### config.mk
export PLATFORM = sky130hd
export DESIGN_NAME = hgcd_front
export DESIGN_NICKNAME = d
export VERILOG_FILES = /design/src/rtl/core/haversine_great_circle_distance_macros.svh /design/src/rtl/core/hgcd_pkg.sv /design/src/rtl/core/hgcd_front.sv
export SDC_FILE = /design/constraint.sdc
export NUM_CORES = 1
export LEC_CHECK = 0
export BUFFER_PORTS_ARGS = -buffer_cell sky130_fd_sc_hd__buf_2
export CORE_UTILIZATION = 36
export CTS_BUF_LIST = sky130_fd_sc_hd__clkbuf_2
export DETAILED_ROUTE_END_ITERATION = 10
export GPL_TIMING_DRIVEN = 0
export MAX_ROUTING_LAYER = met4
export SLEW_MARGIN = 25
export SYNTH_ARGS = -nofsm -noshare
export SYNTH_HDL_FRONTEND = slang
export SYNTH_SLANG_ARGS = --single-unit
### constraint.sdc
create_clock -name i_clk -period 4.63 [get_ports i_clk]
set_input_delay 0.463 -clock i_clk [delete_from_list [all_inputs] [get_ports i_clk]]
set_output_delay 0.463 -clock i_clk [all_outputs]
set_load 0.02 [all_outputs]
### src/rtl/core/haversine_great_circle_distance_macros.svh
// ---------------------------------------------------------------------------
// Assertion macros for the haversine distance core
// Shared concurrent-assertion forms; the including module supplies
// i_clk and i_rst_n.
// ---------------------------------------------------------------------------
`ifndef HAVERSINE_GREAT_CIRCLE_DISTANCE_MACROS_SVH
`define HAVERSINE_GREAT_CIRCLE_DISTANCE_MACROS_SVH

// same-cycle implication
`define HGCD_ASSERT_NOW(label, ante, cons, msg) \
    label: assert property (@(posedge i_clk) disable iff (!i_rst_n) (ante) |-> (cons)) \
        else $error(msg);

// next-cycle implication
`define HGCD_ASSERT_NEXT(label, ante, cons, msg) \
    label: assert property (@(posedge i_clk) disable iff (!i_rst_n) (ante) |=> (cons)) \
        else $error(msg);

`endif

### src/rtl/core/hgcd_pkg.sv
// ---------------------------------------------------------------------------
// hgcd_pkg
// Widths, constants, job type and arctangent table for the distance core.
// ---------------------------------------------------------------------------
package hgcd_pkg;

    localparam int CORDIC_STAGES = 24;
    localparam int SQRT_STEPS    = 31;
    localparam int STEP_MAX      = (CORDIC_STAGES > SQRT_STEPS) ? CORDIC_STAGES : SQRT_STEPS;
    localparam int CNT_W         = $clog2(STEP_MAX);

    localparam int LAT_W  = 31;
    localparam int LON_W  = 32;
    localparam int DIST_W = 31;
    localparam int ANG_W  = 34;   // angle in half-units, before reduction
    localparam int RED_W  = 35;   // reduction work width
    localparam int MAG_W  = 31;   // folded magnitude
    localparam int CW     = 36;   // CORDIC datapath
    localparam int QW     = 33;   // Q2.30 trig values and products
    localparam int MW     = 34;   // multiplier operand
    localparam int APB_AW = 3;
    localparam int APB_DW = 32;

    localparam logic signed [RED_W-1:0] HU_FULL    = 35'sd7200000000;
    localparam logic signed [RED_W-1:0] HU_HALF    = 35'sd3600000000;
    localparam logic signed [RED_W-1:0] HU_QUARTER = 35'sd1800000000;

    // round(pi * 2^31) = 2^32 + PI_LO
    localparam logic [31:0] PI_LO    = 32'd2451551556;
    localparam logic [33:0] DIV_D    = 34'd7200000000;
    localparam logic [34:0] DIV_D2   = 35'd14400000000;
    localparam logic [63:0] DIV_BIAS = 64'd3600000000;
    // floor(round(pi * 2^31) * 2^32 / 7.2e9): quotient estimate, low by at most 2
    localparam logic [31:0] REC_M    = 32'((96'd6746518852 << 32) / 96'd7200000000);

    localparam logic signed [CW-1:0] CORDIC_GAIN = 36'sd652032874;
    localparam logic [30:0]          Q30_ONE     = 31'h4000_0000;
    localparam logic [30:0]          RADIUS2_CM  = 31'd1274200000;
    localparam logic [30:0]          DIST_MAX    = 31'd2001508680;

    localparam logic signed [LAT_W-1:0] DEST_LAT_RST = 31'sd472750634;
    localparam logic signed [LON_W-1:0] DEST_LON_RST = -32'sd15062181;

    // register index, decoded from paddr[2]
    localparam logic REG_DEST_LAT = 1'b0;
    localparam logic REG_DEST_LON = 1'b1;

    // angle slots of a job
    localparam logic [1:0] ANG_DLAT = 2'd0;
    localparam logic [1:0] ANG_DLON = 2'd1;
    localparam logic [1:0] ANG_LAT1 = 2'd2;
    localparam logic [1:0] ANG_LAT2 = 2'd3;

    localparam int FIFO_DEPTH = 2;
    localparam int FPTR_W     = (FIFO_DEPTH > 1) ? $clog2(FIFO_DEPTH) : 1;
    localparam int FCNT_W     = $clog2(FIFO_DEPTH + 1);

    typedef logic signed [ANG_W-1:0] t_ang;
    typedef t_ang [3:0] t_job;

    // floor(atan(2^-i) * 2^30)
    function automatic logic signed [CW-1:0] atan_q30(input logic [CNT_W-1:0] idx);
        logic signed [CW-1:0] t;
        int k;
        k = int'(idx);
        case (k)
            0: t = CW'(843314856);
            1: t = CW'(497837829);
            2: t = CW'(263043836);
            3: t = CW'(133525158);
            4: t = CW'(67021686);
            5: t = CW'(33543515);
            6: t = CW'(16775850);
            7: t = CW'(8388437);
            8: t = CW'(4194282);
            9: t = CW'(2097149);
            default: t = (k <= 30) ? ((CW'(1) << (30 - k)) - CW'(1)) : '0;
        endcase
        return t;
    endfunction

endpackage

### src/rtl/core/hgcd_front.sv
// ---------------------------------------------------------------------------
// hgcd_front
// Input register: takes an origin and forms the four angles of the job.
// ---------------------------------------------------------------------------
module hgcd_front (
    input  logic                              i_clk,
    input  logic                              i_rst_n,
    input  logic                              i_valid,
    output logic                              o_ready,
    input  logic signed [hgcd_pkg::LAT_W-1:0] i_origin_lat,
    input  logic signed [hgcd_pkg::LON_W-1:0] i_origin_lon,
    input  logic signed [hgcd_pkg::LAT_W-1:0] i_dest_lat,
    input  logic signed [hgcd_pkg::LON_W-1:0] i_dest_lon,
    output logic                              o_valid,
    input  logic                              i_ready,
    output hgcd_pkg::t_job                    o_job
);

    logic           r_valid;
    hgcd_pkg::t_job r_job;
    hgcd_pkg::t_job n_job;

    always_comb begin
        n_job[hgcd_pkg::ANG_DLAT] = hgcd_pkg::ANG_W'(i_dest_lat) - hgcd_pkg::ANG_W'(i_origin_lat);
        n_job[hgcd_pkg::ANG_DLON] = hgcd_pkg::ANG_W'(i_dest_lon) - hgcd_pkg::ANG_W'(i_origin_lon);
        n_job[hgcd_pkg::ANG_LAT1] = hgcd_pkg::ANG_W'(i_origin_lat) + hgcd_pkg::ANG_W'(i_origin_lat);
        n_job[hgcd_pkg::ANG_LAT2] = hgcd_pkg::ANG_W'(i_dest_lat) + hgcd_pkg::ANG_W'(i_dest_lat);
    end

    assign o_ready = !r_valid || i_ready;
    assign o_valid = r_valid;
    assign o_job   = r_job;

    always_ff @(posedge i_clk) begin
        if (!i_rst_n) begin
            r_valid <= 1'b0;
        end else if (o_ready) begin
            r_valid <= i_valid;
        end
        if (i_valid && o_ready) begin
            r_job <= n_job;
        end
    end

endmodule

### Word-level counts from Yosys, hierarchy flattened

Index checks and enable logic that the tools add are counted.

* $add $sub $neg: 4
* reduce and logical (&&, ||, !) cells: 3

Operators with widths (count)
* adder 31 x 31 -> 32 bit: 2
* subtractor 32 x 32 -> 33 bit: 1
* subtractor 31 x 31 -> 32 bit: 1
* logical AND 1 bit: 1
* zero test 1 bit: 1
* logical OR 1 bit: 1

* bits in registers: 137
* bits of input ports: 130
* output and inout port bits: 138
* word-level logic and storage cells: 12

### Longest topological paths before layout

* depth in word-level cells: 3
* mapped depth: 11
* gate-level depth less buffers: 11

### Worst setup path before layout

OpenSTA, ideal clock, no wires.

* path kind: input-to-reg
* from: in i_ready
* to: reg r_job (netlist bit o_job[0]) (enable)
* library setup time: 501 ps
* arrival time: 3677 ps
* required time: 4129 ps
* slack: 452 ps
* stages: 2
* buffers on the path: 0
* cells stage by stage: nand2b_1 and2_1

* cells in the longest elaborated chain, start to end: 2

Ends and longest elaborated chain
* start, declared: RTL line hgcd_front.sv:15 `input logic i_ready,`
* logical OR 1 bit: RTL line hgcd_front.sv:30 `assign o_ready = !r_valid || i_ready;`
* logical AND 1 bit: RTL line hgcd_front.sv:40 `if (i_valid && o_ready) begin`
* end signal, assigned: RTL line hgcd_front.sv:41 `r_job <= n_job;`
* end, declared: RTL line hgcd_front.sv:20 `hgcd_pkg::t_job r_job;`

No other way between the ends.
A chain may end at the register's enable or synchronous reset.

==> results.yml <==
timing:
  hold_slack_ns: 0.1266
  tns_ns: 0
  worst_slack_ns: 1.661
  slew_viol_final: 0
  hold_viol_final: 0
  relSlewSlack_pct: 62.34
  tightest_slew_ns: 0.5590
  grt_setup_unrepaired: "no"
  finClkSkew_ns: 0.02701
  setup_violations: 0
  min_period_over_period_pct: 64.13
  fmax_ghz: 0.3368
  period_minus_slack_ns: 2.969
worst_setup_path:
  cp_cell_sequence: "dlygate4sd3_1 -> buf_2 -> ha_1 -> a21o_1 -> a21oi_1 -> nor2_1 -> nor3b_2 -> a211oi_2 -> a31oi_1 -> o21ai_0 -> xor2_1"
  max_stage_delay_ns: 0.54
  critPathLaunchType: "primary input"
  crit_type: "primary input to flip-flop"
  r2r_slack_ns: 2.79
  end_kind: "flip-flop"
  rr_startpoint: "o_valid"
  critical_path_arrival_ns: 3.44
  r2r_end: "o_job[20]"
  slowest_stage: "dlygate4sd3_1"
  path_max_fanout: 4
  rr_worst_depth: 4
  crit_buf_inv: 2
  required_ns: 5.11
  crit_family: "compound AO/OA/AOI/OAI gates"
clock_network:
  clock-root-buffer: "clkbuf_2"
  htree_levels: 4
  cts_sinks: 128
  cts_buffers: 17
  clock_latency_ns: 0.67
  clk_pin_slew_ns: 0.23
  cts_tree: "yes"
  cts_buffer_depth: 2
routing:
  drt-initial-drc-count: 236
  drtPass1Iterations: 4
  ant_nets: 0
  wl_per_cell_um: 13.86
  vias: 6075
  drc: 0
  routed_wl_mm: 17.95
  vias_per_cell: 4.691
final_layout:
  final_cells: 1295
  drive_above_1_share_pct: 31.64
  utilization_pct: 49.85
  stdcell_area_um2: 10090
  area_growth_pct: 35.87
  fin_nets: 1206
logic_synthesis:
  synth_fa_ha_area_share_pct: 11.16
  async_flop_share_pct: 0
  synthMuxAreaShare_pct: 0
  synth_area_leaders: "edfxtp_1 (51%), ha_1 (11%), xnor2_1 (4.4%)"
  synth_top_family_by_area: "compound AO/OA/AOI/OAI gates"
  ys_warn_count: 0
  ys_ff_latch: 128
  synth_top_cell_area_share_pct: 51.37
  synth_cell_types: 60
  synth_most_common_cell: "edfxtp_1"
  synth_edf_count: 127
  seq_area_frac_synth_pct: 51.64
  synth_common_cells: "edfxtp_1 (127), inv_1 (82), ha_1 (63), a21oi_1 (57), xnor2_1 (37)"
  ys.flop_type: "edfxtp_1"
  netlist_area_um2: 7423
  yosys.area.top_type: "edfxtp_1"
  syn_inst: 660
  avgSynthCellArea_um2: 11.25
  synth_xor_area_share_pct: 6.725
  synth_compound_area_share_pct: 16.65
  synthSimpleGateAreaFrac_pct: 7.888
pwr:
  power_frac_comb_pct: 28.8
  power.density_nw_per_um2: 315.9
  vdd_drop_max_v: 0.0001265
  p_leak_nw: 4.673
  switching_share_pct: 32.16
  p_sw_mw: 1.025
  p_seq_share_pct: 45.6
  clockPowerShare_pct: 25.6
  p_int_mw: 2.162
  power.total_mw: 3.186
global_route:
  track_usage_pct: 17.61
  grt_pass1_wl_mm: 28.83
  grt_overflow: 0
  grt_max_degree: 52
  antenna_found_initial: 1
  grt_pass1_vias: 5866
placement:
  dp_slack_ns: 1.450
  gp_congestion: 0.8379
  placed_cells: 1198
  dp_hpwl_mm: 13.81
  post_dp_cell_area_um2: 9149
  io_buffers: 265
floorplan:
  rows: 52
  start_util_pct: 36.69
  coreArea_um2: 20230
  die_y_um: 145.6
  dieWidth_um: 145.6
  io_pins: 268
  dieArea_um2: 21200
hold_path:
  whs_path_depth: 3
  hold_start: "i_origin_lon[0]"
  hp-class: "primary input to flip-flop"
  whs_endpoint: "o_job[34]"
run_status:
  outcome: "finished clean"
run:
  cap_violations: 0
-- worst reg2reg max path: cells and delay by family, from the launching register on --
| family | cells | cell delay [ns] |
|---|---|---|
| flops | 1 | 0.35 |
| buf+inv | 2 | 0.58 |
| simple gates | 2 | 0.56 |
-- cell families (layout without fill, tap and decap cells) --
logic type | count (synthesis) | in the layout
compound gates | 189 | 189
xor+xnor | 57 | 57
fa+ha+maj | 65 | 65
buf+inv | 105 | 468
flops | 128 | 128
other cells | 1 | 3
simple gates | 115 | 115
-- power by group through the flow --
stage | Clock [mW] | Combinational [mW] | Sequential [mW]
final | 0.815 | 0.917 | 1.45
after global routing | 0.890 | 1.01 | 1.46
after CTS | 0.849 | 0.921 | 1.45
after detailed placement | 0 | 0.877 | 1.48
after global placement | 0 | 0.863 | 1.49
after floorplan | 0 | 0.444 | 1.63
-- what timing repair did --
| action | 4_1_cts | 5_1_grt |
|---|---|---|
| gates resized for setup | 0 | 0 |
| setup buffers | 0 | 0 |
| hold endpoints to repair | 63 | 0 |
| hold buffers | 64 | 0 |
-- cells in the final DEF (no fill, tap or decap), drive strengths merged, types with 3 or more instances in the layout --
cell type,Yosys,layout
nand2,31,31
nand3,14,14
and3,3,3
o21ai,37,37
nor3,9,9
a211oi,5,5
a31o,4,4
bufinv,0,4
nand4,9,9
clkinv,0,6
o21a,8,8
inv,82,85
a21oi,58,58
xnor2,37,37
nor2,19,19
nor3b,3,3
o21bai,5,5
xor2,20,20
dlygate4sd3,0,64
a31oi,12,12
or2,3,3
clkbuf,12,29
o211ai,5,5
buf,11,278
or3,3,3
nor2b,6,6
nand2b,8,8
and2,4,4
ha,63,63
edfxtp,127,127
a21o,33,33
-- final cells by class --
class                   instances  area, µm²
diodes                          1      2.502
plain buffers                  23      128.9
clock buffers                  17      85.08
clock inverters                15      209.0
fillers                      1855      10150
inverters                      82      307.8
multi-input cells             428       3159
flip-flops and latches        128       3834
well taps                     270      337.8
repair buffers                331       2022
-- how the worst max path moves through the flow --
stage                      endpoint            start  cells past startpoint
after floorplan            o_job[0]          i_ready                      2
after global placement    o_job[63]          i_ready                      3
after detailed placement  o_job[29]  i_origin_lat[7]                     11
after CTS                 o_job[29]  i_origin_lat[4]                     12
after global routing      o_job[29]  i_origin_lat[4]                     12
final                     o_job[29]    i_dest_lat[4]                     11
-- state kept, by name, indices dropped and copies added, names as in the netlist --
name / count
o_job: 127
o_valid: 1
-- layer usage --
metal	wire length [µm]	vias up	GRT usage (%)	share of wire, %
met5	0	-	-	0
met4	213	0	5.737	1.2
met3	685	19	3.386	3.8
met2	9056	175	29.83	50
met1	7994	2777	21.07	45
li1	-	3104	-	-
No activity file was read; power rests on OpenSTA's default activity.
