## src/rtl/core/haversine_great_circle_distance_macros.svh

```systemverilog
// ---------------------------------------------------------------------------
// Assertion macros for the haversine distance core
// Shared concurrent-assertion forms; the including module supplies
// i_clk and i_rst_n.
// ---------------------------------------------------------------------------
`ifndef HAVERSINE_GREAT_CIRCLE_DISTANCE_MACROS_SVH
`define HAVERSINE_GREAT_CIRCLE_DISTANCE_MACROS_SVH

// same-cycle implication
`define HGCD_ASSERT_NOW(label, ante, cons, msg) \
    label: assert property (@(posedge i_clk) disable iff (!i_rst_n) (ante) |-> (cons)) \
        else $error(msg);

// next-cycle implication
`define HGCD_ASSERT_NEXT(label, ante, cons, msg) \
    label: assert property (@(posedge i_clk) disable iff (!i_rst_n) (ante) |=> (cons)) \
        else $error(msg);

`endif

```

## src/rtl/core/hgcd_pkg.sv

```systemverilog
// ---------------------------------------------------------------------------
// hgcd_pkg
// Widths, constants, job type and arctangent table for the distance core.
// ---------------------------------------------------------------------------
package hgcd_pkg;

    localparam int CORDIC_STAGES = 24;
    localparam int SQRT_STEPS    = 31;
    localparam int STEP_MAX      = (CORDIC_STAGES > SQRT_STEPS) ? CORDIC_STAGES : SQRT_STEPS;
    localparam int CNT_W         = $clog2(STEP_MAX);

    localparam int LAT_W  = 31;
    localparam int LON_W  = 32;
    localparam int DIST_W = 31;
    localparam int ANG_W  = 34;   // angle in half-units, before reduction
    localparam int RED_W  = 35;   // reduction work width
    localparam int MAG_W  = 31;   // folded magnitude
    localparam int CW     = 36;   // CORDIC datapath
    localparam int QW     = 33;   // Q2.30 trig values and products
    localparam int MW     = 34;   // multiplier operand
    localparam int APB_AW = 3;
    localparam int APB_DW = 32;

    localparam logic signed [RED_W-1:0] HU_FULL    = 35'sd7200000000;
    localparam logic signed [RED_W-1:0] HU_HALF    = 35'sd3600000000;
    localparam logic signed [RED_W-1:0] HU_QUARTER = 35'sd1800000000;

    // round(pi * 2^31) = 2^32 + PI_LO
    localparam logic [31:0] PI_LO    = 32'd2451551556;
    localparam logic [33:0] DIV_D    = 34'd7200000000;
    localparam logic [34:0] DIV_D2   = 35'd14400000000;
    localparam logic [63:0] DIV_BIAS = 64'd3600000000;
    // floor(round(pi * 2^31) * 2^32 / 7.2e9): quotient estimate, low by at most 2
    localparam logic [31:0] REC_M    = 32'((96'd6746518852 << 32) / 96'd7200000000);

    localparam logic signed [CW-1:0] CORDIC_GAIN = 36'sd652032874;
    localparam logic [30:0]          Q30_ONE     = 31'h4000_0000;
    localparam logic [30:0]          RADIUS2_CM  = 31'd1274200000;
    localparam logic [30:0]          DIST_MAX    = 31'd2001508680;

    localparam logic signed [LAT_W-1:0] DEST_LAT_RST = 31'sd472750634;
    localparam logic signed [LON_W-1:0] DEST_LON_RST = -32'sd15062181;

    // register index, decoded from paddr[2]
    localparam logic REG_DEST_LAT = 1'b0;
    localparam logic REG_DEST_LON = 1'b1;

    // angle slots of a job
    localparam logic [1:0] ANG_DLAT = 2'd0;
    localparam logic [1:0] ANG_DLON = 2'd1;
    localparam logic [1:0] ANG_LAT1 = 2'd2;
    localparam logic [1:0] ANG_LAT2 = 2'd3;

    localparam int FIFO_DEPTH = 2;
    localparam int FPTR_W     = (FIFO_DEPTH > 1) ? $clog2(FIFO_DEPTH) : 1;
    localparam int FCNT_W     = $clog2(FIFO_DEPTH + 1);

    typedef logic signed [ANG_W-1:0] t_ang;
    typedef t_ang [3:0] t_job;

    // floor(atan(2^-i) * 2^30)
    function automatic logic signed [CW-1:0] atan_q30(input logic [CNT_W-1:0] idx);
        logic signed [CW-1:0] t;
        int k;
        k = int'(idx);
        case (k)
            0: t = CW'(843314856);
            1: t = CW'(497837829);
            2: t = CW'(263043836);
            3: t = CW'(133525158);
            4: t = CW'(67021686);
            5: t = CW'(33543515);
            6: t = CW'(16775850);
            7: t = CW'(8388437);
            8: t = CW'(4194282);
            9: t = CW'(2097149);
            default: t = (k <= 30) ? ((CW'(1) << (30 - k)) - CW'(1)) : '0;
        endcase
        return t;
    endfunction

endpackage

```

## src/rtl/core/hgcd_fifo.sv

```systemverilog
// ---------------------------------------------------------------------------
// hgcd_fifo
// Short job queue between front and back end.
// ---------------------------------------------------------------------------
module hgcd_fifo (
    input  logic           i_clk,
    input  logic           i_rst_n,
    input  logic           i_valid,
    output logic           o_ready,
    input  hgcd_pkg::t_job i_job,
    output logic           o_valid,
    input  logic           i_ready,
    output hgcd_pkg::t_job o_job
);

    hgcd_pkg::t_job                r_mem [hgcd_pkg::FIFO_DEPTH];
    logic [hgcd_pkg::FPTR_W-1:0]   r_wr_ptr, n_wr_ptr;
    logic [hgcd_pkg::FPTR_W-1:0]   r_rd_ptr, n_rd_ptr;
    logic [hgcd_pkg::FCNT_W-1:0]   r_count, n_count;
    logic                          push, pop;

    localparam logic [hgcd_pkg::FPTR_W-1:0] PTR_LAST = hgcd_pkg::FPTR_W'(hgcd_pkg::FIFO_DEPTH - 1);
    localparam logic [hgcd_pkg::FCNT_W-1:0] CNT_FULL = hgcd_pkg::FCNT_W'(hgcd_pkg::FIFO_DEPTH);

    assign o_ready = (r_count != CNT_FULL);
    assign o_valid = (r_count != '0);
    assign o_job   = r_mem[r_rd_ptr];
    assign push    = i_valid && o_ready;
    assign pop     = o_valid && i_ready;

    always_comb begin
        n_wr_ptr = r_wr_ptr;
        n_rd_ptr = r_rd_ptr;
        n_count  = r_count;
        if (push) begin
            n_wr_ptr = (r_wr_ptr == PTR_LAST) ? '0 : r_wr_ptr + 1'b1;
        end
        if (pop) begin
            n_rd_ptr = (r_rd_ptr == PTR_LAST) ? '0 : r_rd_ptr + 1'b1;
        end
        if (push && !pop) begin
            n_count = r_count + 1'b1;
        end else if (pop && !push) begin
            n_count = r_count - 1'b1;
        end
    end

    always_ff @(posedge i_clk) begin
        if (!i_rst_n) begin
            r_wr_ptr <= '0;
            r_rd_ptr <= '0;
            r_count  <= '0;
        end else begin
            r_wr_ptr <= n_wr_ptr;
            r_rd_ptr <= n_rd_ptr;
            r_count  <= n_count;
        end
        if (push) begin
            r_mem[r_wr_ptr] <= i_job;
        end
    end

endmodule

```

## config.mk

```make
export PLATFORM = sky130hd
export DESIGN_NAME = hgcd_fifo
export DESIGN_NICKNAME = d
export VERILOG_FILES = /design/src/rtl/core/haversine_great_circle_distance_macros.svh /design/src/rtl/core/hgcd_pkg.sv /design/src/rtl/core/hgcd_fifo.sv
export SDC_FILE = /design/constraint.sdc
export NUM_CORES = 1
export LEC_CHECK = 0
export BUFFER_PORTS_ARGS = -buffer_cell sky130_fd_sc_hd__buf_2
export CAP_MARGIN = 10
export CELL_PAD_IN_SITES_DETAIL_PLACEMENT = 0
export CELL_PAD_IN_SITES_GLOBAL_PLACEMENT = 1
export CORE_UTILIZATION = 44
export DETAILED_ROUTE_END_ITERATION = 12
export PLACE_DENSITY = 0.77
export SETUP_SLACK_MARGIN = 0.2
export SKIP_CTS_REPAIR_TIMING = 1
export SYNTH_ARGS = -nofsm -noshare
export SYNTH_HDL_FRONTEND = slang
export SYNTH_SLANG_ARGS = --single-unit
export TNS_END_PERCENT = 30
```

## constraint.sdc

```tcl
create_clock -name i_clk -period 5.8 [get_ports i_clk]
set_input_delay 0.58 -clock i_clk [delete_from_list [all_inputs] [get_ports i_clk]]
set_output_delay 0.58 -clock i_clk [all_outputs]
set_load 0.02 [all_outputs]
```

Word level (Yosys, flattened, before mapping)

Memory sizes are Yosys's and may differ from the RTL's. A register that Yosys moved wholly into a read port is not among the register bits.
Index checks and enable logic that the tools add are counted.
Widths: inputs -> output; s select.

Reduce and logical (&&, ||, !) cells: 8
Muxes and demuxes: 8
Equal/unequal tests: 1
Add/sub/neg operators: 4

Operator list:

| operator            | number |
|---|---|
| $mux 1              | 6 |
| $logic_and 1x1->1   | 4 |
| $mux 2              | 2 |
| $reduce_bool 2->1   | 2 |
| $add 1x1->1 const B | 2 |
| $add 2x1->2 const B | 1 |
| $logic_not 1->1     | 2 |
| $ne 2x2->1 const B  | 1 |
| $sub 2x1->2 const B | 1 |

Memory bits (writable): 272
Memories: 1
Flip-flop bits (word level): 4
Output and inout port bits: 138
Input port bits: 140
Logic and storage cells: 25

Memories:

| name  | words | width | rd ports | clocked after Yosys merged registers in | write ports | line            | source |
|---|---|---|---|---|---|---|---|
| r_mem | 2     | 136   | 1        | 1                                       | 1           | hgcd_fifo.sv:16 | `hgcd_pkg::t_job r_mem [hgcd_pkg::FIFO_DEPTH];` |

Logic depth before layout (Yosys ltp)

Gate-level depths: netlist (run 1).

Depth after elaboration: 6
Depth in mapped cells: 6
Mapped depth without buffers: 6

Worst setup path before layout (run 1)

OpenSTA, ideal clock, no wires.

Path kind: register -> register
Start: register r_count[0] (netlist bit)
End: memory r_mem[1][0] (netlist bit) (enable)
Period minus slack after synthesis: 4293 ps
Buffers on the path: 0
Cell stages (with the launch flop): 3
Data arrival time: 3781 ps
Setup slack: 1507 ps
Required time: 5288 ps
Cell sequence: dfxtp_1 nand2b_4 and3_1

Longest elaborated chain between the ends: 4

RTL lines:

| what                         | line            | source |
|---|---|---|
| from (decl)                  | hgcd_fifo.sv:19 | `logic [hgcd_pkg::FCNT_W-1:0] r_count, n_count;` |
| from (signal assigned)       | hgcd_fifo.sv:56 | `r_count <= n_count;` |
| $ne 2x2->1                   | hgcd_fifo.sv:25 | `assign o_ready = (r_count != CNT_FULL);` |
| named net o_ready            | hgcd_fifo.sv:9  | `output logic o_ready,` |
| $logic_and 1x1->1            | hgcd_fifo.sv:28 | `assign push = i_valid && o_ready;` |
| $mux 1                       | hgcd_fifo.sv:58 | `if (push) begin` |
| $mux 1 (not written as such) | hgcd_fifo.sv:59 | `r_mem[r_wr_ptr] <= i_job;` |
| to (decl)                    | hgcd_fifo.sv:16 |  |

The timed path passes the listed nets, and every way through them passes these cells.

==> flow_metrics.py, run 1 <==
metrics = {
    "synthesis": {
        "synthArstFlopShare_pct": 0,
        "synth.distinct_cells": 21,
        "post_synth.cell_area_avg_sq_um": 22.8,
        "synth_flop_cell": "sky130_fd_sc_hd__edfxtp_1",
        "ys_seq_area_share_pct": 81.0,
        "number_of_enable_type_register_cells_in_the_synthesized_netlist": 272,
        "synth_largest_type_area_fraction_pct": 80.0,
        "synth-warning-count": 0,
        "synth_fp_nets": 588,
        "netlist_area_sq_um": 10200,
        "synth.top_cells.by_count": "sky130_fd_sc_hd__edfxtp_1 (272), sky130_fd_sc_hd__mux2_2 (96), sky130_fd_sc_hd__mux2_4 (40), sky130_fd_sc_hd__buf_2 (9), sky130_fd_sc_hd__buf_6 (6)",
        "synth_most_common_cell": "sky130_fd_sc_hd__edfxtp_1",
        "post_synth_main_area_contributors": "sky130_fd_sc_hd__edfxtp_1 (80%), sky130_fd_sc_hd__mux2_2 (11%), sky130_fd_sc_hd__mux2_4 (5.9%)",
        "synth_cells": 447,
        "synthesis_stage_register_bit_count": 277,
        "post-synth-top-area-cell": "sky130_fd_sc_hd__edfxtp_1",
    },
    "power": {
        "p_per_area_nw_per_um2": 456,
        "vdd.ir_drop.worst_v": 0.000317,
        "leakage_nw": 4.81,
    },
    "route": {
        "total_iterations_of_the_first_detailed_routing_run": 4,
        "post-route-drc-count": 0,
        "wire_per_inst_um": 18.1,
        "postRouteAntennaNets": 0,
        "drt-initial-drc-count": 222,
        "final_wirelength_mm": 19.1,
        "routed-via-count": 5159,
        "avgViaCountPerCell": 4.90,
    },
    "timing": {
        "final.min_clock_period_ns": 3.45,
        "timing.max_slew.rel_slack_pct": 27.5,
        "final.setup_skew_ns": 0.0107,
        "hold_ws_ns": 0.236,
        "worst_slack_ns": 2.35,
        "layout_worst_path_cycle_share_pct": 59.5,
        "aggregate_negative_setup_slack_ns": 0,
        "fmax_ghz": 0.290,
        "finalHoldViolCount": 0,
        "worstMarginPinSlew_ns": 1.09,
        "number_of_failing_setup_endpoints_in_the_final_timing_report": 0,
        "grt_setup_unrepaired": "false",
        "drv_slew": 0,
    },
    "global_routing": {
        "first_pass_grt_wire_length_mm": 28.5,
        "grt_max_degree": 82,
        "grtUsageTotal_pct": 15.5,
        "number_of_global_route_vias_before_repair": 5377,
        "grt_antenna_before_repair": 2,
        "globalRoute.totalOverflow": 0,
    },
    "cells_and_area": {
        "flow.area_growth_from_synthesis_pct": 25.0,
        "multi_input_comb_area_sq_um": 1830,
        "final-seq-area_sq_um": 8270,
        "num-fill-cells": 1743,
        "nNetsFinal": 886,
        "design_area_sq_um": 12800,
        "final-instance-count-excl-fill": 1053,
        "drive_above_1_share_pct": 60.1,
    },
    "place": {
        "dpl.cell_count": 999,
        "place_area_sq_um": 11900,
        "detail_placement_hpwl_mm": 12.7,
        "dp_worst_setup_slack_ns": 2.81,
        "globalplace.congestion": 0.769,
        "number_of_buffers_inserted_by_port_buffering": 277,
    },
    "worst_setup_path": {
        "cp_arrival_ns": 2.87,
        "register_to_register_setup_slack_ns": 3.23,
        "worst_r2r_path_depth": 4,
        "setup.worst_path.class": "flop to output port",
        "cp_data_required_time_ns": 5.22,
        "critical_path.endpoint_type": "output port",
        "worst-path-max-fanout": 65,
        "critical_path.reg2reg.endpoint": "r_mem[0][37]$_DFFE_PP_",
        "timing.rr.start": "r_count[0]$_SDFFE_PN0P_",
        "crit_path_launch_type": "flop",
        "crit_path_end": "o_job[74]",
    },
    "floorplan": {
        "initial_core_util_pct": 44.9,
        "floorplan.core_area_sq_um": 22700,
        "row_count": 55,
        "ios": 278,
        "y_dimension_of_the_die_um": 154,
        "dieArea_sq_um": 23800,
        "chipWidth_um": 154,
    },
    "cts": {
        "clk_latency_ns": 0.53,
        "clk_path_buf_depth": 3,
        "cts.root.buffer_cell": "sky130_fd_sc_hd__clkbuf_16",
        "tritoncts": "done",
        "ctsHtreeMaxLevel": 1,
        "clock_sinks": 277,
        "clk_pin_slew_worst_paths_ns": 0.06,
        "tritoncts.num_buffers": 29,
    },
    "job": {
        "drv_cap": 0,
    },
    "hold_path": {
        "worst_hold_path_type": "input pin to flop",
    },
    "outcome": {
        "outcome": "complete, no violations",
    },
}
[area by class of cell]
| cell class | count | area share [%] |
|---|---|---|
| Antenna cell | 1 | 0.0196 |
| Tap cell | 285 | 2.80 |
| Clock buffer | 43 | 6.18 |
| Clock inverter | 10 | 0.628 |
| Timing Repair Buffer | 282 | 11.2 |
| Multi-Input combinational cell | 154 | 14.3 |
| Inverter | 1 | 0.0687 |
| Sequential cell | 277 | 64.8 |
[worst min path at each step]
stage	from	to	slack, ns	cells past startpoint
final	i_job[49]	r_mem[1][49]$_DFFE_PP_	0.24	1
after global routing	i_job[96]	r_mem[1][96]$_DFFE_PP_	0.21	1
after CTS	i_job[133]	r_mem[0][133]$_DFFE_PP_	0.21	1
after detailed placement	r_count[1]$_SDFFE_PN0P_	r_count[1]$_SDFFE_PN0P_	0.57	2
after floorplan	r_count[1]$_SDFFE_PN0P_	r_count[1]$_SDFFE_PN0P_	0.51	2
after global placement	r_count[1]$_SDFFE_PN0P_	r_count[1]$_SDFFE_PN0P_	0.52	2
[state kept, by name (all words and copies together) (netlist names), named ones only]
signal	cells
r_mem	272
r_count	2
r_rd_ptr	1
r_wr_ptr	1
[critical path: stages, from the launching register on]
cell,delay [ns]
sky130_fd_sc_hd__dfxtp_4,0.97
sky130_fd_sc_hd__buf_4,0.72
sky130_fd_sc_hd__mux2_2,0.44
sky130_fd_sc_hd__buf_2,0.17
[cell usage in the layout, fill, tap and decap left out, types with 2 or more instances in the layout]
master                       count
sky130_fd_sc_hd__mux2_4         40
sky130_fd_sc_hd__inv_6           2
sky130_fd_sc_hd__clkbuf_16      29
sky130_fd_sc_hd__clkinv_2        3
sky130_fd_sc_hd__clkbuf_1       13
sky130_fd_sc_hd__and2_1          4
sky130_fd_sc_hd__clkinv_1        3
sky130_fd_sc_hd__xnor2_1         2
sky130_fd_sc_hd__buf_4           5
sky130_fd_sc_hd__buf_2         277
sky130_fd_sc_hd__clkinvlp_4      2
sky130_fd_sc_hd__edfxtp_1      272
sky130_fd_sc_hd__dfxtp_1         4
sky130_fd_sc_hd__mux2_2         96
[layer usage]
metal / vias to the layer above / routed length [um] / GRT usage [%]
met2: 218 / 9230 / 26.0
met4: 2 / 516 / 5.56
met1: 2522 / 7610 / 19.1
li1: 2378 / - / -
met5: - / 13 / 0
met3: 39 / 1690 / 4.76
[metrics by stage]
stage               power [mW]  utilization (%)
detailed placement        4.20             52.3
floorplan                 3.75                -
global placement          4.16             52.3
finish                    5.82             56.2
CTS                       5.89             56.2
global route              6.07             56.2
[cells by family (layout without fill, tap and decap cells)]
group | Yosys count | after routing | synth area share (%)
and+or+nand+nor | 9 | 9 | 0.638
buffers and inverters | 16 | 336 | 1.14
AOI/OAI and AO/OA | 5 | 5 | 0.343
other | 0 | 1 | 0
adders and majority gates | 1 | 1 | 0.123
xor gates and xnor gates | 3 | 3 | 0.258
DFF | 277 | 277 | 81.0
muxes | 136 | 136 | 16.5
[power breakdown]
group | switching, mW | total [mW] | internal (mW)
clock network | 0.703 | 1.68 | 0.981
logic | 0.855 | 1.50 | 0.640
registers | 0.131 | 2.64 | 2.51
(Power assumes the default switching activity.)
==> inputs of run 2 (changes only) <==
clock period = 3.4 ns   (was 5.8 ns; I/O delays follow)
==> run 2 against run 1 <==
  * Global-route usage grew 0.38 points
  * Worst hold slack lost 0.22 ns
  * Largest cell class unchanged
  * Critical path type unchanged
  * Highest routed layer is now met4
  * Clock-buffer cell count fell by 7
  * First-iteration DRC count rose by 34%
  * Sequential share of layout area down 6.4 points
  * Register-to-register slack got worse by 1.9 ns
  * Combinational power increased by 90%
  * Sequential cell count is the same
==> flow_metrics.py, run 2 (synthesized netlist as in run 1, its figures left out) <==
metrics = {
    "timing": {
        "final.min_clock_period_ns": 2.27,
        "final.setup_skew_ns": 0.0197,
        "grt_setup_unrepaired": "false",
        "worst_slack_ns": 1.13,
        "drv_slew": 0,
        "layout_worst_path_cycle_share_pct": 66.7,
        "fmax_ghz": 0.441,
        "aggregate_negative_setup_slack_ns": 0,
        "finalHoldViolCount": 0,
        "number_of_failing_setup_endpoints_in_the_final_timing_report": 0,
        "timing.max_slew.rel_slack_pct": 49.5,
        "worstMarginPinSlew_ns": 0.757,
    },
    "route": {
        "final_wirelength_mm": 20.4,
        "post-route-drc-count": 0,
        "total_iterations_of_the_first_detailed_routing_run": 4,
        "wire_per_inst_um": 17.3,
        "drt-initial-drc-count": 298,
        "routed-via-count": 5658,
        "postRouteAntennaNets": 0,
        "avgViaCountPerCell": 4.79,
    },
    "cells_and_area": {
        "register_with_the_most_flip_flops": "r_mem",
        "nNetsFinal": 1015,
        "final_util_pct": 62.3,
        "design_area_sq_um": 14100,
        "largest_register_ffs": 272,
        "final_common_cell": "sky130_fd_sc_hd__buf_2",
        "drive_above_1_share_pct": 52.2,
        "layout_top_registers": "r_mem x272, r_count x2",
        "most-common-layout-cells": "sky130_fd_sc_hd__buf_2 (277), sky130_fd_sc_hd__edfxtp_1 (272), sky130_fd_sc_hd__dlygate4sd3_1 (127)",
        "flow.area_growth_from_synthesis_pct": 38.6,
        "diodes": 0,
    },
    "global_routing": {
        "grtUsageMet1_pct": 19.2,
        "groute.layer.met3.usage_pct": 5.30,
        "globalRoute.totalOverflow": 0,
        "grt_util_met2_pct": 27.2,
        "grt_max_degree": 72,
        "number_of_global_route_vias_before_repair": 5513,
        "first_pass_grt_wire_length_mm": 29.4,
        "grtUsageTotal_pct": 15.9,
        "grt.busiest_layer": "met2",
        "grt_antenna_before_repair": 0,
    },
    "cts": {
        "clock_sinks": 277,
        "tritoncts.num_buffers": 29,
        "tritoncts": "done",
        "clk_latency_ns": 0.54,
        "clk_path_buf_depth": 3,
        "cts.root.buffer_cell": "sky130_fd_sc_hd__clkbuf_16",
        "ctsHtreeMaxLevel": 1,
        "clk_pin_slew_worst_paths_ns": 0.06,
    },
    "power": {
        "vdd.ir_drop.worst_v": 0.000463,
        "clockPowerShare_pct": 29.5,
        "share_seq_of_total_power_pct": 42.7,
        "p_per_area_nw_per_um2": 725,
        "p_sw_mw": 2.97,
        "leakage_nw": 5.40,
        "switching_power_share_of_the_total_pct": 29.0,
        "p_int_mw": 7.28,
        "combinationalPowerShare_pct": 27.8,
    },
    "floorplan": {
        "initial_core_util_pct": 44.9,
        "row_count": 55,
        "y_dimension_of_the_die_um": 154,
        "dieArea_sq_um": 23800,
        "floorplan.core_area_sq_um": 22700,
        "chipWidth_um": 154,
        "ios": 278,
    },
    "place": {
        "globalplace.congestion": 0.752,
        "dp_worst_setup_slack_ns": 1.30,
        "detail_placement_hpwl_mm": 12.9,
        "place_area_sq_um": 12000,
        "number_of_buffers_inserted_by_port_buffering": 277,
    },
    "worst_setup_path": {
        "cp_arrival_ns": 1.93,
        "cp_data_required_time_ns": 3.06,
        "critical_path.reg2reg.endpoint": "r_mem[1][131]$_DFFE_PP_",
        "worst-path-max-fanout": 71,
        "timing.rr.start": "r_count[0]$_SDFFE_PN0P_",
        "crit_path_launch_type": "flop",
        "critical_path.endpoint_type": "output port",
        "setup.worst_path.class": "flop to output port",
        "worst_r2r_path_depth": 3,
        "register_to_register_setup_slack_ns": 1.33,
    },
    "hold_path": {
        "holdCritStartpoint": "i_job[44]",
        "min_to": "r_mem[0][44]$_DFFE_PP_",
        "min_path_cells": 1,
        "worst_hold_path_type": "input pin to flop",
    },
    "outcome": {
        "outcome": "complete, no violations",
    },
    "job": {
        "drv_cap": 0,
    },
}
run 2: cell types whose count changed in the layout (fill, tap and decap cells not counted), sizes merged:
| cell | change |
|---|---|
| dlygate4sd3 | +127 |
| buf | +2 |
| clkinv | +7 |
| clkinvlp | -1 |
| diode | -1 |
| clkbuf | -7 |
| bufinv | +2 |
run 2: worst max-delay path by stage:
stage                                  from  depth (start not counted)                 endpoint  slack [ns]
floorplan           r_count[0]$_SDFFE_PN0P_                          3    r_mem[0][0]$_DFFE_PP_       -0.41
global placement    r_count[0]$_SDFFE_PN0P_                          3   r_mem[1][12]$_DFFE_PP_        1.39
detailed placement  r_count[0]$_SDFFE_PN0P_                          3  r_mem[1][126]$_DFFE_PP_        1.30
CTS                                    flop                          3                o_job[40]        1.12
global route                           flop                          3                o_job[70]        1.06
finish                                 flop                          3                o_job[40]        1.13
run 2: layout make-up:
class | instances | area (sq um)
Clock buffer | 36 | 752
Clock inverter | 18 | 169
Fill cell | 1624 | 8570
Inverter | 1 | 8.76
Multi-Input combinational cell | 154 | 1830
Sequential cell | 277 | 8270
Tap cell | 285 | 357
Timing Repair Buffer | 411 | 2760
run 2: metal layers:
metal	up-vias	wire length (um)	share of wire, %
li1	2647	-	-
met1	2748	8060	39
met2	226	10300	50
met3	37	1630	8.0
met4	0	471	2.3
met5	-	0	0
run 2: through the flow:
stage / std cells / hold WS, ns / power [mW]
6_report: 1182 / 0.0123 / 10.3
5_1_grt: 1182 / -0.00307 / 10.7
4_1_cts: 1055 / -0.0391 / 10.2
3_5_place_dp: 1001 / 0.533 / 7.20
3_3_place_gp: 1001 / 0.520 / 7.14
2_1_floorplan: 447 / 0.439 / 6.39
run 2: power groups by stage:
stage | clock network [mW] | registers, mW | logic (mW)
2_1_floorplan | 0 | 4.45 | 1.94
3_5_place_dp | 0 | 4.45 | 2.75
5_1_grt | 3.23 | 4.41 | 3.03
6_report | 3.02 | 4.38 | 2.85
4_1_cts | 3.10 | 4.38 | 2.76
3_3_place_gp | 0 | 4.42 | 2.72
run 2: critical path: stages (launching register included):
cell                      delay, ns
sky130_fd_sc_hd__dfxtp_4       0.37
sky130_fd_sc_hd__buf_12        0.36
sky130_fd_sc_hd__mux2_2        0.40
sky130_fd_sc_hd__buf_2         0.16
==> inputs of run 3 (changes only) <==
clock period = 2.3 ns   (was 3.4 ns; I/O delays follow)
==> run 3 against run 2 <==
  * Worst hold slack improved by 0.037 ns
  * Global-route usage decreased by 0.47 points
  * Clock skew decreased by 0.0080 ns
  * Die area unchanged
  * Non-clock buffer count increased by 10
  * Setup slack got worse by 0.97 ns
  * Largest power group unchanged
  * Highest routed layer unchanged
==> flow_metrics.py, run 3 (synthesized netlist as in run 1, its figures left out) <==
metrics = {
    "route": {
        "wire_per_inst_um": 17.2,
        "drt-initial-drc-count": 230,
        "final_wirelength_mm": 20.4,
        "postRouteAntennaNets": 0,
        "post-route-drc-count": 0,
        "total_iterations_of_the_first_detailed_routing_run": 4,
        "avgViaCountPerCell": 4.74,
        "routed-via-count": 5627,
    },
    "worst_setup_path": {
        "worst_r2r_path_depth": 4,
        "timing.rr.start": "r_count[0]$_SDFFE_PN0P_",
        "crit_path_launch_type": "flop",
        "timing.critical_path.buf_inv": 2,
        "register_to_register_setup_slack_ns": 0.62,
        "cp_arrival_ns": 1.91,
        "critical_path.endpoint_type": "output port",
        "worst_path_largest_cell_delay_ns": 0.40,
        "crit_slowest_cell": "sky130_fd_sc_hd__mux2_2",
        "critical_path.reg2reg.endpoint": "r_mem[0][63]$_DFFE_PP_",
        "cp_data_required_time_ns": 2.07,
        "worst-path-max-fanout": 69,
        "setup.worst_path.class": "flop to output port",
        "critPathTopFamily": "buffers and inverters",
        "critical_path.cell_chain": "buf_16, mux2_2, buf_2",
    },
    "place": {
        "dpl.cell_count": 1001,
        "globalplace.congestion": 0.750,
        "detail_placement_hpwl_mm": 12.6,
        "dp_worst_setup_slack_ns": 0.672,
        "number_of_buffers_inserted_by_port_buffering": 277,
    },
    "global_routing": {
        "grt_antenna_before_repair": 0,
        "globalRoute.totalOverflow": 0,
        "grt_max_degree": 99,
        "number_of_global_route_vias_before_repair": 5443,
        "first_pass_grt_wire_length_mm": 28.4,
        "grtUsageTotal_pct": 15.5,
    },
    "cells_and_area": {
        "final-instance-count-excl-fill": 1186,
        "drive_above_1_share_pct": 51.3,
        "multi_input_comb_area_sq_um": 1830,
        "diodes": 0,
        "final-seq-area_sq_um": 8270,
        "most-common-layout-cells": "sky130_fd_sc_hd__buf_2 (277), sky130_fd_sc_hd__edfxtp_1 (272), sky130_fd_sc_hd__dlygate4sd3_1 (137)",
        "largest_register_ffs": 272,
        "final_common_cell": "sky130_fd_sc_hd__buf_2",
        "num-fill-cells": 1607,
        "register_with_the_most_flip_flops": "r_mem",
        "nNetsFinal": 1025,
        "flow.area_growth_from_synthesis_pct": 39.2,
        "layout_top_registers": "r_mem x272, r_count x2",
    },
    "timing": {
        "finalHoldViolCount": 0,
        "aggregate_negative_setup_slack_ns": 0,
        "layout_worst_path_cycle_share_pct": 92.8,
        "worst_slack_ns": 0.165,
        "fmax_ghz": 0.468,
        "grt_setup_unrepaired": "true",
        "number_of_failing_setup_endpoints_in_the_final_timing_report": 0,
        "timing.max_slew.rel_slack_pct": 58.4,
        "final.min_clock_period_ns": 2.14,
        "final.setup_skew_ns": 0.0117,
        "worstMarginPinSlew_ns": 0.624,
        "drv_slew": 0,
    },
    "power": {
        "leakage_nw": 5.41,
        "p_per_area_nw_per_um2": 1060,
        "p_int_mw": 10.8,
        "p_sw_mw": 4.28,
        "switching_power_share_of_the_total_pct": 28.5,
        "combinationalPowerShare_pct": 27.9,
        "share_seq_of_total_power_pct": 43.2,
        "clockPowerShare_pct": 28.9,
        "p_total_mw": 15.0,
        "vdd.ir_drop.worst_v": 0.000680,
    },
    "floorplan": {
        "ios": 278,
        "chipWidth_um": 154,
        "row_count": 55,
        "y_dimension_of_the_die_um": 154,
        "dieArea_sq_um": 23800,
        "initial_core_util_pct": 44.9,
        "floorplan.core_area_sq_um": 22700,
    },
    "cts": {
        "ctsHtreeMaxLevel": 1,
        "clock_sinks": 277,
        "tritoncts.num_buffers": 29,
        "clk_pin_slew_worst_paths_ns": 0.06,
        "tritoncts": "done",
        "clk_latency_ns": 0.53,
        "cts.root.buffer_cell": "sky130_fd_sc_hd__clkbuf_16",
        "clk_path_buf_depth": 3,
    },
    "job": {
        "drv_cap": 0,
    },
    "hold_path": {
        "min_to": "r_wr_ptr$_SDFFE_PN0P_",
        "holdCritStartpoint": "i_valid",
        "min_path_cells": 3,
        "worst_hold_path_type": "input pin to flop",
    },
    "outcome": {
        "outcome": "complete, no violations",
    },
}
[run 3: changes by cell type in the layout (fill, tap and decap cells not counted), moves of 2 or more]
cell                            previous run  this run
sky130_fd_sc_hd__clkbuf_1                  7         9
sky130_fd_sc_hd__dlygate4sd3_1           127       137
sky130_fd_sc_hd__clkinv_2                  7         2
sky130_fd_sc_hd__buf_12                    4         2
[run 3: power by group through the flow]
stage	logic (mW)	clock network, mW	registers, mW
after floorplan	2.87	0	6.56
after global placement	3.98	0	6.56
after detailed placement	4.02	0	6.59
after CTS	4.04	4.46	6.49
after global routing	4.45	4.65	6.54
final	4.20	4.34	6.50
[run 3: worst max path at each step]
stage                                         end  cells after the start
after floorplan             r_mem[0][0]$_DFFE_PP_                      3
after global placement    r_mem[0][122]$_DFFE_PP_                      4
after detailed placement  r_mem[0][122]$_DFFE_PP_                      4
after CTS                               o_job[69]                      3
after global routing                    o_job[65]                      3
final                                   o_job[65]                      3
[run 3: per-stage QoR]
| step | area, sq um | hold WS, ns | util [%] |
|---|---|---|---|
| final | 14200 | 0.0491 | 62.6 |
| after global routing | 14200 | 0.0823 | 62.6 |
| after CTS | 12800 | -0.147 | 56.5 |
| after detailed placement | 11900 | 0.421 | 52.6 |
| after global placement | 11900 | 0.417 | 52.6 |
| after floorplan | 10200 | 0.329 | - |
[run 3: layer usage]
layer / GRT usage [%] / vias up / share of wire (%)
li1: - / 2654 / -
met1: 17.1 / 2708 / 39
met2: 27.9 / 233 / 51
met3: 5.63 / 32 / 7.4
met4: 4.34 / 0 / 2.0
met5: 0 / - / 0
[run 3: worst min-delay path, delay by kind of cell]
kind	cells	cell delay [ns]
AOI/OAI and AO/OA	2	0.18
buffers and inverters	1	0.11
[run 3: cell type report]
| cell class | count | area share (%) |
|---|---|---|
| inverter | 1 | 0.0528 |
| sequential | 277 | 58.2 |
| clock buffer | 38 | 5.35 |
| timing repair buffer | 421 | 20.1 |
| clock inverter | 10 | 0.872 |
| multi-input combinational | 154 | 12.9 |
| tap | 285 | 2.51 |
